--- src/i2cbpg_pkg.sv ---
package i2cbpg_pkg;

  localparam int unsigned PhaseW = 5;

  localparam logic [1:0] FuncStart = 2'd0;
  localparam logic [1:0] FuncStop  = 2'd1;
  localparam logic [1:0] FuncWrite = 2'd2;
  localparam logic [1:0] FuncRead  = 2'd3;

  localparam logic [PhaseW-1:0] LastStart = PhaseW'(1);
  localparam logic [PhaseW-1:0] LastStop  = PhaseW'(2);
  localparam logic [PhaseW-1:0] LastByte  = PhaseW'(18);
  localparam logic [PhaseW-1:0] AckLow    = PhaseW'(16);
  localparam logic [PhaseW-1:0] AckHigh   = PhaseW'(17);

  typedef struct packed {
    logic [1:0] func;
    logic [7:0] tx_byte;
    logic       master_ack;
    logic [7:0] read_bits;
    logic       slave_ack_sample;
  } in_t;

  typedef struct packed {
    logic       scl_level;
    logic       sda_enable;
    logic       sda_level;
    logic [7:0] rx_byte;
    logic       ack_seen;
    logic       last;
  } out_t;

  typedef struct packed {
    logic              load;
    logic              emit;
    logic [PhaseW-1:0] phase;
  } cmd_t;

  typedef struct packed {
    logic              out_free;
    logic [PhaseW-1:0] last_phase;
  } status_t;

endpackage

--- src/i2cbpg_ctrl.sv ---
module i2cbpg_ctrl (
  input  logic                clk_i,
  input  logic                rst_ni,
  input  logic                in_valid_i,
  output logic                in_ready_o,
  input  i2cbpg_pkg::status_t status_i,
  output i2cbpg_pkg::cmd_t    cmd_o
);

  localparam logic StIdle = 1'b0;
  localparam logic StRun  = 1'b1;

  logic                            state_q, state_d;
  logic [i2cbpg_pkg::PhaseW-1:0]   phase_q, phase_d;
  logic                            emit;

  assign in_ready_o = (state_q == StIdle);
  assign emit       = (state_q == StRun) && status_i.out_free;

  always_comb begin
    state_d = state_q;
    phase_d = phase_q;
    unique case (state_q)
      StIdle: begin
        if (in_valid_i) begin
          state_d = StRun;
          phase_d = '0;
        end
      end
      StRun: begin
        if (emit) begin
          phase_d = phase_q + 1'b1;
          if (phase_q == status_i.last_phase) begin
            state_d = StIdle;
          end
        end
      end
      default: state_d = StIdle;
    endcase
  end

  always_ff @(posedge clk_i or negedge rst_ni) begin
    if (!rst_ni) begin
      state_q <= StIdle;
      phase_q <= '0;
    end else begin
      state_q <= state_d;
      phase_q <= phase_d;
    end
  end

  assign cmd_o.load  = in_ready_o && in_valid_i;
  assign cmd_o.emit  = emit;
  assign cmd_o.phase = phase_q;

endmodule

--- src/i2cbpg_dp.sv ---
module i2cbpg_dp (
  input  logic                clk_i,
  input  logic                rst_ni,
  input  i2cbpg_pkg::in_t     in_data_i,
  input  i2cbpg_pkg::cmd_t    cmd_i,
  output i2cbpg_pkg::status_t status_o,
  output logic                out_valid_o,
  input  logic                out_ready_i,
  output i2cbpg_pkg::out_t    out_data_o
);

  i2cbpg_pkg::in_t  item_q;
  i2cbpg_pkg::out_t out_q, phase_out;
  logic             out_valid_q, out_valid_d;
  logic [7:0]       tx_shift;
  logic [i2cbpg_pkg::PhaseW-1:0] p;

  assign p        = cmd_i.phase;
  assign tx_shift = item_q.tx_byte << p[3:1];

  always_comb begin
    status_o.out_free = !out_valid_q || out_ready_i;
    case (item_q.func)
      i2cbpg_pkg::FuncStart: status_o.last_phase = i2cbpg_pkg::LastStart;
      i2cbpg_pkg::FuncStop:  status_o.last_phase = i2cbpg_pkg::LastStop;
      default:               status_o.last_phase = i2cbpg_pkg::LastByte;
    endcase
  end

  always_comb begin
    phase_out = '0;
    phase_out.last = (p == status_o.last_phase);
    unique case (item_q.func)
      i2cbpg_pkg::FuncStart: begin
        phase_out.scl_level  = 1'b1;
        phase_out.sda_enable = p[0];
      end
      i2cbpg_pkg::FuncStop: begin
        phase_out.scl_level  = (p != '0);
        phase_out.sda_enable = (p != i2cbpg_pkg::LastStop);
      end
      i2cbpg_pkg::FuncWrite: begin
        if (p < i2cbpg_pkg::AckLow) begin
          phase_out.scl_level  = p[0];
          phase_out.sda_enable = 1'b1;
          phase_out.sda_level  = tx_shift[7];
        end else begin
          phase_out.scl_level = (p == i2cbpg_pkg::AckHigh);
          phase_out.ack_seen  = (p == i2cbpg_pkg::LastByte) && item_q.slave_ack_sample;
        end
      end
      i2cbpg_pkg::FuncRead: begin
        if (p < i2cbpg_pkg::AckLow) begin
          phase_out.scl_level = p[0];
        end else begin
          phase_out.scl_level  = (p == i2cbpg_pkg::AckHigh);
          phase_out.sda_enable = 1'b1;
          phase_out.sda_level  = item_q.master_ack;
          if (p == i2cbpg_pkg::LastByte) begin
            phase_out.rx_byte = item_q.read_bits;
          end
        end
      end
      default: phase_out = '0;
    endcase
  end

  always_comb begin
    out_valid_d = out_valid_q;
    if (cmd_i.emit) begin
      out_valid_d = 1'b1;
    end else if (out_ready_i) begin
      out_valid_d = 1'b0;
    end
  end

  always_ff @(posedge clk_i or negedge rst_ni) begin
    if (!rst_ni) begin
      out_valid_q <= 1'b0;
    end else begin
      out_valid_q <= out_valid_d;
    end
  end

  always_ff @(posedge clk_i) begin
    if (cmd_i.load) begin
      item_q <= in_data_i;
    end
    if (cmd_i.emit) begin
      out_q <= phase_out;
    end
  end

  assign out_valid_o = out_valid_q;
  assign out_data_o  = out_q;

endmodule

--- src/i2c_master_byte_phase_generator.sv ---
// Each command is taken in the idle state, then gives one bus phase per cycle while
// the output is taken.
// A command's first phase is registered once the controller is in its run state.
// The phase counter in the controller steps once per output transfer, so output
// stalls stretch a command; the next command is taken once its last phase is loaded.
// Reset clears the controller state and the output valid flag; no stored data.
module i2c_master_byte_phase_generator (
  input  logic             clk_i,
  input  logic             rst_ni,
  input  logic             in_valid_i,
  output logic             in_ready_o,
  input  i2cbpg_pkg::in_t  in_data_i,
  output logic             out_valid_o,
  input  logic             out_ready_i,
  output i2cbpg_pkg::out_t out_data_o
);

  i2cbpg_pkg::cmd_t    cmd;
  i2cbpg_pkg::status_t status;

  i2cbpg_ctrl u_ctrl (
    .clk_i      (clk_i),
    .rst_ni     (rst_ni),
    .in_valid_i (in_valid_i),
    .in_ready_o (in_ready_o),
    .status_i   (status),
    .cmd_o      (cmd)
  );

  i2cbpg_dp u_dp (
    .clk_i       (clk_i),
    .rst_ni      (rst_ni),
    .in_data_i   (in_data_i),
    .cmd_i       (cmd),
    .status_o    (status),
    .out_valid_o (out_valid_o),
    .out_ready_i (out_ready_i),
    .out_data_o  (out_data_o)
  );

endmodule

--- config.mk ---
export PLATFORM = sky130hd
export DESIGN_NAME = i2c_master_byte_phase_generator
export DESIGN_NICKNAME = d
export VERILOG_FILES = /design/src/i2cbpg_pkg.sv /design/src/i2cbpg_ctrl.sv /design/src/i2cbpg_dp.sv /design/src/i2c_master_byte_phase_generator.sv
export SDC_FILE = /design/constraint.sdc
export NUM_CORES = 1
export LEC_CHECK = 0
export BUFFER_PORTS_ARGS = -buffer_cell sky130_fd_sc_hd__buf_2
export CORE_ASPECT_RATIO = 1.1
export CORE_UTILIZATION = 45
export CTS_BUF_LIST = sky130_fd_sc_hd__clkbuf_8
export DETAILED_ROUTE_END_ITERATION = 12
export PLACE_DENSITY = 0.8
export SLEW_MARGIN = 15
export SYNTH_ARGS = -nofsm -noshare
export SYNTH_HDL_FRONTEND = slang
export SYNTH_SLANG_ARGS = --single-unit
--- constraint.sdc ---
create_clock -name clk_i -period 4.3 [get_ports clk_i]
set_clock_uncertainty 0.15 [all_clocks]
set_input_delay 0.215 -clock clk_i [delete_from_list [all_inputs] [get_ports clk_i]]
set_output_delay 0.215 -clock clk_i [all_outputs]
set_load 0.005 [all_outputs]
==> qor.csv, run 1 <==
metric;value;unit
gr-total-overflow;0;
drt_wl_total;2.92;mm
leakage;0.911;nW
hold_path_class;in2reg;
grt_usage;0.174;
setup_violations;0;
grt_pass1_vias;1071;
yosysWarnings;0;
post_cts_resized;0;
port_buffers;38;
avgSynthCellArea;14.5;um2
cp-start-kind;flop;
ioPinCount;39;
cts.clk_slew.worst_paths;0.08;ns
place_congestion;0.801;
final_cell_mix;38 x buf_2, 33 x edfxtp_1, 21 x dlygate4sd3_1, 12 x nor2_1, 9 x and2_1;
switching_power;0.310;mW
dp_hpwl;1.80;mm
power.density;498;mW/mm2
pwr-share-seq;0.517;
coreArea;0.00341;mm2
worstSetupEndpointType;flop;
path_class;reg2reg;
cts_buffers;5;
antenna_cells;0;
cpPeakStageDelay;0.62;ns
cts_tree;done;
clk_path_buf_depth;2;
insertion_delay;0.30;ns
fin_hold_ws;0.0379;ns
drt_iter0_drc;10;
drv_cap;0;
slew_violations;0;
die-area;0.00389;mm2
critPathSlowestCell;inv_1;
relSlewSlack;0.444;
rsz0062_at_grt;no;
status;complete, no violations;
path_common_cell;inv_1;
crit_family;buffers and inverters;
synth_cell_types;29;
first_pass_iters;4;
synthesis.instances;113;
placed_cell_area;0.00186;mm2
vias;1071;
max_freq;535;MHz
drt-wirelength-per-cell;13.0;um
syn_nets;141;
root_buffer;clkbuf_8;
clockPowerShare;0.272;
syn-cell-area;0.00164;mm2
nets;204;
swShare;0.286;
cp_num_buf_inv;2;
hold_viol;0;
crit_chain;inv_1 > nand2_1 > inv_1 > mux2i_1 > a21o_1;
antenna_found_initial;0;
fin_total_pwr;1.09;mW
placementRows;22;
ant_nets;0;
drc;0;
period_share;0.434;
vdd_ir_drop_max;0.289;mV
tightest_slew;0.834;ns
cp.arrival;1.91;ns
postCtsHoldBufs;21;
layout-drive-gt1-share;0.266;
cts.sinks;40;
layout_commonest_cell;buf_2;
dieWidth;59.5;um
stdcell_area;0.00218;mm2
internal_power;0.775;mW
cts_setup_buffers;0;
grt_pass1_wl;4.69;mm
timing.setup.tns;0;ns
pwr-share-comb;0.211;
die_h;65.3;um
initial_core_util;0.480;
crit_path_max_fanout;23;
fin_crit;1.87;ns
area_delta_synth_final;33.0;%
grt_max_degree;24;
crit_required;4.34;ns
seq_area_frac_synth;0.711;
finish.utilization;0.639;
h-tree-depth;2;
via_per_inst;4.76;
synth-seq-cells;40;
metal layers:
| metal | share of wire | global-route usage | vias to the layer above |
|---|---|---|---|
| li1 | - | - | 530 |
| met1 | 0.39 | 0.177 | 503 |
| met2 | 0.54 | 0.306 | 32 |
| met3 | 0.051 | 0.0748 | 6 |
| met4 | 0.018 | 0.0698 | 0 |
| met5 | 0 | 0 | - |
worst reg2reg max path: stages, from the launching register on:
cell and delay (ns):
dfrtp_1 0.42, inv_1 0.10, nand2_1 0.09, inv_1 0.62, mux2i_1 0.17, a21o_1 0.22
power by group through the flow:
stage	Clock [mW]	Combinational, mW	Sequential, mW
final	0.296	0.229	0.561
after global routing	0.318	0.255	0.571
after CTS	0.299	0.229	0.561
after detailed placement	0	0.213	0.569
after global placement	0	0.203	0.565
after floorplan	0	0.172	0.542
stage by stage:
stage / setup WS [ns] / std cells
after floorplan: 2.67 / 113
after global routing: 2.32 / 225
final: 2.43 / 225
after CTS: 2.44 / 225
after detailed placement: 2.47 / 196
after global placement: 2.56 / 196
flip-flops by register name (all words and copies together) (netlist names):
| signal | count |
|---|---|
| u_dp.item_q | 20 |
| u_dp.out_data_o | 13 |
| u_ctrl.phase_q | 5 |
| u_ctrl.state_q | 1 |
| u_dp.out_valid_o | 1 |
cells in the mapped netlist, drive strengths merged:
cell type / instances / area, um2
edfxtp: 33 / 991
nor2: 13 / 56.3
and2: 9 / 56.3
nand2: 8 / 30.0
dfrtp: 7 / 175
inv: 6 / 22.5
a21oi: 4 / 20.0
ha: 4 / 50.1
mux2i: 4 / 40.0
buf: 3 / 27.5
nand4: 3 / 18.8
nand3: 2 / 10.0
nand4b: 2 / 17.5
nor3b: 2 / 15.0
a21o: 1 / 7.51
a31oi: 1 / 6.26
and3: 1 / 6.26
mux4: 1 / 22.5
nand2b: 1 / 6.26
nand3b: 1 / 7.51
nor2b: 1 / 6.26
o21ai: 1 / 5.00
o22ai: 1 / 6.26
o31ai: 1 / 7.51
o32a: 1 / 10.0
xnor2: 1 / 8.76
xor2: 1 / 8.76
kinds of logic after synthesis:
group	Yosys count	synth area share
AND/OR/NAND/NOR	43	0.140
AO/OA/AOI/OAI	10	0.0382
multiplexers	5	0.0382
buffers and inverters	9	0.0305
flip-flops	40	0.711
XOR/XNOR	2	0.0107
adder cells (fa/ha/maj)	4	0.0305
worst paths after layout:
check                                    start            endpoint  slack [ns]  cells after the start
worst max-delay path            u_ctrl.state_q   u_ctrl.phase_q[2]        2.43                      5
worst min-delay path                in_valid_i      u_ctrl.state_q        0.04                      2
worst max register to register  u_ctrl.state_q   u_ctrl.phase_q[2]        2.43                      5
min in group asynchronous               rst_ni      u_ctrl.state_q        0.12                      2
worst min register to register  u_dp.item_q[1]  u_dp.out_data_o[2]        0.37                      1
max in group asynchronous               rst_ni   u_ctrl.phase_q[3]        3.71                      2
layout make-up:
| class | instances | area [um2] |
|---|---|---|
| Fill cell | 265 | 1230 |
| Sequential cell | 40 | 1170 |
| Multi-Input combinational cell | 64 | 423 |
| Timing Repair Buffer | 59 | 400 |
| Clock buffer | 5 | 68.8 |
| Tap cell | 48 | 60.1 |
| Clock inverter | 3 | 38.8 |
| Inverter | 6 | 22.5 |
No activity file was read; power rests on OpenSTA's default activity.
==> run 2: changes to the inputs <==
--- a/config.mk
+++ b/config.mk
@@ -10,7 +10,7 @@
 export CORE_UTILIZATION = 45
 export CTS_BUF_LIST = sky130_fd_sc_hd__clkbuf_8
 export DETAILED_ROUTE_END_ITERATION = 12
-export PLACE_DENSITY = 0.8
+export PLACE_DENSITY = 0.82
 export SLEW_MARGIN = 15
 export SYNTH_ARGS = -nofsm -noshare
 export SYNTH_HDL_FRONTEND = slang
==> constraint.sdc (replaced) <==
create_clock -name clk_i -period 1.61 [get_ports clk_i]
set_clock_uncertainty 0.15 [all_clocks]
set_input_delay 0.0805 -clock clk_i [delete_from_list [all_inputs] [get_ports clk_i]]
set_output_delay 0.0805 -clock clk_i [all_outputs]
set_load 0.005 [all_outputs]
==> qor.csv, run 2 (same netlist as run 1, synthesis figures left out) <==
metric;value;unit;change
ioPinCount;39;;unchanged
h-tree-depth;2;;unchanged
dp_hpwl;1.88;mm;+4.3%
dieWidth;59.5;um;unchanged
grt_use_met2;0.312;;+0.00562
cts_buffers;5;;unchanged
cp.arrival;1.57;ns;-0.34 ns
grt_pass1_vias;1068;;-0.28%
vias;1114;;+4.0%
final_cell_mix;38 x buf_2, 33 x edfxtp_1, 23 x dlygate4sd3_1, 11 x nor2_1, 9 x and2_1;;
ant_nets;0;;unchanged
pwr-share-comb;0.289;;+0.078
final.fill_count;252;;-4.9%
multi_input_area;433;um2;+2.4%
internal_power;2.03;mW;+160%
reg2reg_depth;5;;unchanged
grt_usage;0.182;;+0.00837
fin_crit;1.55;ns;-0.322 ns
fin_hold_ws;0.00354;ns;-0.0344 ns
swShare;0.300;;+0.0144
first_pass_iters;4;;unchanged
die_h;65.3;um;unchanged
worstSetupEndpointType;flop;;
cp-start-kind;flop;;
max_freq;647;MHz;+21%
drv_cap;0;;unchanged
die-area;0.00389;mm2;unchanged
drt_wl_total;3.12;mm;+6.8%
relSlewSlack;0.779;;+0.336
port_buffers;38;;unchanged
gr-usage-met1;0.221;;+0.0441
coreArea;0.00341;mm2;unchanged
cts_tree;done;;
timing.setup.tns;0;ns;unchanged
cts.clk_slew.worst_paths;0.07;ns;about the same
leakage;0.938;nW;+3.0%
crit_required;1.64;ns;-2.70 ns
stdcell_area;0.00228;mm2;+4.6%
via_per_inst;4.74;;-0.41%
grt_pass1_wl;5.03;mm;+7.2%
place_congestion;0.846;;+5.7%
nets;215;;+5.4%
drt_iter0_drc;21;;+11
layout-drive-gt1-share;0.326;;+0.0607
fin_total_pwr;2.90;mW;+170%
initial_core_util;0.480;;unchanged
seq_area;0.00117;mm2;+0.11%
path_class;reg2reg;;
layout_commonest_cell;buf_2;;
grt.busiest_layer;met2;;
placed_cell_area;0.00195;mm2;+4.8%
gr-total-overflow;0;;unchanged
top_register;u_dp.item_q;;
vdd_ir_drop_max;0.740;mV;+160%
period_share;0.960;;+0.525
hold_path_class;in2async;;
switching_power;0.870;mW;+180%
status;complete, no violations;;
rsz0062_at_grt;no;;
crit_path_max_fanout;5;;-78%
drt-wirelength-per-cell;13.3;um;+2.2%
root_buffer;clkbuf_8;;
slew_violations;0;;unchanged
drc;0;;unchanged
antenna_found_initial;0;;unchanged
clockPowerShare;0.212;;-0.060
hold_viol;0;;unchanged
insertion_delay;0.29;ns;about the same
clk_path_buf_depth;2;;unchanged
pwr-share-seq;0.499;;-0.018
setup_violations;0;;unchanged
tightest_slew;0.331;ns;-0.503 ns
largest_reg_flops;20;;unchanged
placementRows;22;;unchanged
antenna_cells;0;;unchanged
cts.sinks;40;;unchanged
grt_max_degree;22;;-8.3%
grt_use_met3;0.0591;;-0.0157
power.density;1270;mW/mm2;+150%
area_delta_synth_final;39.2;%;
run 2: per-stage QoR:
stage / util / std cells / worst slack [ns]
5_1_grt: 0.668 / 235 / 0.00184
6_report: 0.668 / 235 / 0.0647
3_3_place_gp: 0.571 / 204 / 0.0950
4_1_cts: 0.663 / 234 / 0.0222
3_5_place_dp: 0.571 / 204 / 0.0528
2_1_floorplan: - / 113 / 0.0501
run 2: path summary, 6_finish.rpt:
check	start	endpoint	slack [ns]
worst max register to register	u_ctrl.phase_q[1]	u_ctrl.state_q	0.06
worst min register to register	u_dp.item_q[5]	u_dp.out_data_o[6]	0.38
min in group clk_i	in_data_i[9]	u_dp.item_q[9]	0.35
worst max-delay path	u_ctrl.phase_q[1]	u_ctrl.state_q	0.06
max in group asynchronous	rst_ni	u_ctrl.phase_q[1]	1.13
worst min-delay path	rst_ni	u_ctrl.phase_q[4]	0.004
run 2: worst max-delay path: stages, from the launching register on:
cell and delay, ns:
dfrtp_2 0.44, buf_4 0.17, inv_2 0.09, and3_1 0.19, a21oi_1 0.07, o32a_1 0.33
run 2: metal layers:
metal  share of wire  vias to the layer above
met5               0                        -
met4           0.012                        0
met3           0.032                        4
met2            0.56                       26
met1            0.40                      532
li1                -                      552
run 2: power groups by stage:
stage | Combinational (mW) | Clock (mW) | Sequential, mW
after floorplan | 0.461 | 0 | 1.45
after CTS | 0.798 | 0.629 | 1.44
after detailed placement | 0.738 | 0 | 1.46
after global placement | 0.712 | 0 | 1.45
final | 0.837 | 0.615 | 1.44
after global routing | 0.931 | 0.683 | 1.46
run 2: layout make-up:
type,count,area share
tap,48,0.0263
sequential,40,0.512
multi-input combinational,64,0.190
timing repair buffer,70,0.225
inverter,6,0.0115
clock buffer,5,0.0302
clock inverter,2,0.00549
run 2: repair_timing:
item,in CTS,in global routing
resized for setup,0,5
hold buffers,23,0
buffers inserted,0,1
hold endpoints to repair,29,0
setup endpoints to repair,0,13
==> run 3: changes to the inputs <==
--- a/config.mk
+++ b/config.mk
@@ -11,6 +11,7 @@
 export CTS_BUF_LIST = sky130_fd_sc_hd__clkbuf_8
 export DETAILED_ROUTE_END_ITERATION = 12
 export PLACE_DENSITY = 0.82
+export REMOVE_ABC_BUFFERS = 1
 export SLEW_MARGIN = 15
 export SYNTH_ARGS = -nofsm -noshare
 export SYNTH_HDL_FRONTEND = slang
==> qor.csv, run 3 (same netlist as run 1, synthesis figures left out) <==
metric;value;unit;change
period_share;0.988;;+0.0286
placementRows;22;;unchanged
coreArea;0.00341;mm2;unchanged
first_pass_iters;4;;unchanged
die-area;0.00389;mm2;unchanged
timing.setup.tns;0;ns;unchanged
rrSetupSlack;0.02;ns;-0.05 ns
placed_cells;202;;-0.98%
placed_cell_area;0.00193;mm2;-0.96%
final_cells;234;;-0.43%
hp-start;in_data_i[19];;
nets;213;;-0.93%
grt_usage;0.198;;+0.0157
crit_chain;mux4_2 > nor2b_2 > o22ai_2;;
port_buffers;38;;unchanged
slew_violations;0;;unchanged
dp_hpwl;2.09;mm;+11%
antenna_found_initial;0;;unchanged
leakage;0.982;nW;+4.7%
cp-start-kind;flop;;
fin_hold_ws;0.337;ns;+0.334 ns
worstReg2RegStart;u_ctrl.phase_q[1];;
hold_path_class;in2reg;;
startpoint;u_ctrl.phase_q[1];;
finish.utilization;0.688;;+0.0202
crit_path_max_fanout;2;;-3
cts_tree;done;;
crit_required;1.51;ns;-0.13 ns
tightest_slew;0.336;ns;+0.00506 ns
gr-total-overflow;0;;unchanged
place_congestion;0.867;;+2.4%
drt_wl_total;3.29;mm;+5.5%
dieWidth;59.5;um;unchanged
status;complete, no violations;;
fin_total_pwr;3.38;mW;+17%
antenna_cells;0;;unchanged
max_freq;628;MHz;-2.9%
stdcell_area;0.00235;mm2;+3.0%
layout-drive-gt1-share;0.312;;-0.0144
top_register;u_dp.item_q;;
vias;1125;;+0.99%
drt-wirelength-per-cell;14.0;um;+5.9%
fin_crit;1.59;ns;+0.0461 ns
setup_violations;0;;unchanged
cp.arrival;1.49;ns;-0.08 ns
drv_cap;0;;unchanged
vdd_ir_drop_max;0.840;mV;+14%
hold_viol;0;;unchanged
final.fill_count;239;;-5.2%
layout_commonest_cell;buf_2;;
ioPinCount;39;;unchanged
h-tree-depth;2;;unchanged
area_delta_synth_final;43.4;%;
path_class;reg2reg;;
root_buffer;clkbuf_8;;
cts.sinks;40;;unchanged
initial_core_util;0.480;;unchanged
die_h;65.3;um;unchanged
cts.clk_slew.worst_paths;0.08;ns;about the same
cts_buffers;5;;unchanged
critPathSlowestCell;mux4_2;;
grt_pass1_vias;1098;;+2.8%
rsz0062_at_grt;yes;;
clk_path_buf_depth;2;;unchanged
worstSetupEndpointType;flop;;
post-place-ws;0.0461;ns;-0.00675 ns
insertion_delay;0.30;ns;about the same
ant_nets;0;;unchanged
drt_iter0_drc;29;;+38%
grt_pass1_wl;5.29;mm;+5.2%
largest_reg_flops;20;;unchanged
relSlewSlack;0.775;;-0.00411
cts_setup_buffers;0;;unchanged
final_cell_mix;38 x buf_2, 33 x edfxtp_1, 24 x dlygate4sd3_1, 11 x nor2_1, 9 x and2_1;;
grt_max_degree;23;;+4.5%
power.density;1440;mW/mm2;+13%
setup_ws;0.0186;ns;-0.0461 ns
via_per_inst;4.81;;+1.4%
cpPeakStageDelay;0.54;ns;+0.10 ns
drc;0;;unchanged
run 3: worst paths after layout:
check,end,cells after the start
worst max-delay path,u_dp.out_data_o[10],3
worst min-delay path,u_dp.item_q[19],2
worst max register to register,u_dp.out_data_o[10],3
worst min register to register,u_dp.out_data_o[5],1
max in group asynchronous,u_ctrl.phase_q[2],3
min in group asynchronous,u_ctrl.state_q,3
run 3: critical path: cells and delay by family (launching register included):
kind,cells,cell delay [ns]
flops,1,0.41
compound gates,1,0.09
simple gates,1,0.15
mux,1,0.54
run 3: layer usage:
metal	GRT usage	up-vias	part of all wire
li1	-	553	-
met1	0.228	532	0.39
met2	0.336	33	0.55
met3	0.0650	7	0.045
met4	0.0785	0	0.018
met5	0	-	0
run 3: final cells by class:
class,count,area (um2),area share
timing repair buffer,68,500,0.213
clock buffer,5,68.8,0.0293
inverter,6,22.5,0.00958
sequential,40,1170,0.496
clock inverter,3,90.1,0.0383
tap,48,60.1,0.0256
multi-input combinational,64,442,0.188
run 3: timing repair:
| item | CTS | global route |
|---|---|---|
| gates cloned | 0 | 0 |
| endpoints found under the hold margin | 29 | 0 |
| endpoints found under the setup margin | 4 | 10 |
| resized for setup | 2 | 3 |
| pin swaps | 0 | 1 |
| hold buffers | 24 | 0 |
run 3: power breakdown:
group	switching (mW)	internal, mW	leakage [nW]
sequential	0.148	1.32	0.393
combinational	0.412	0.386	0.511
clock	0.347	0.775	0.0784
total	0.907	2.48	0.982
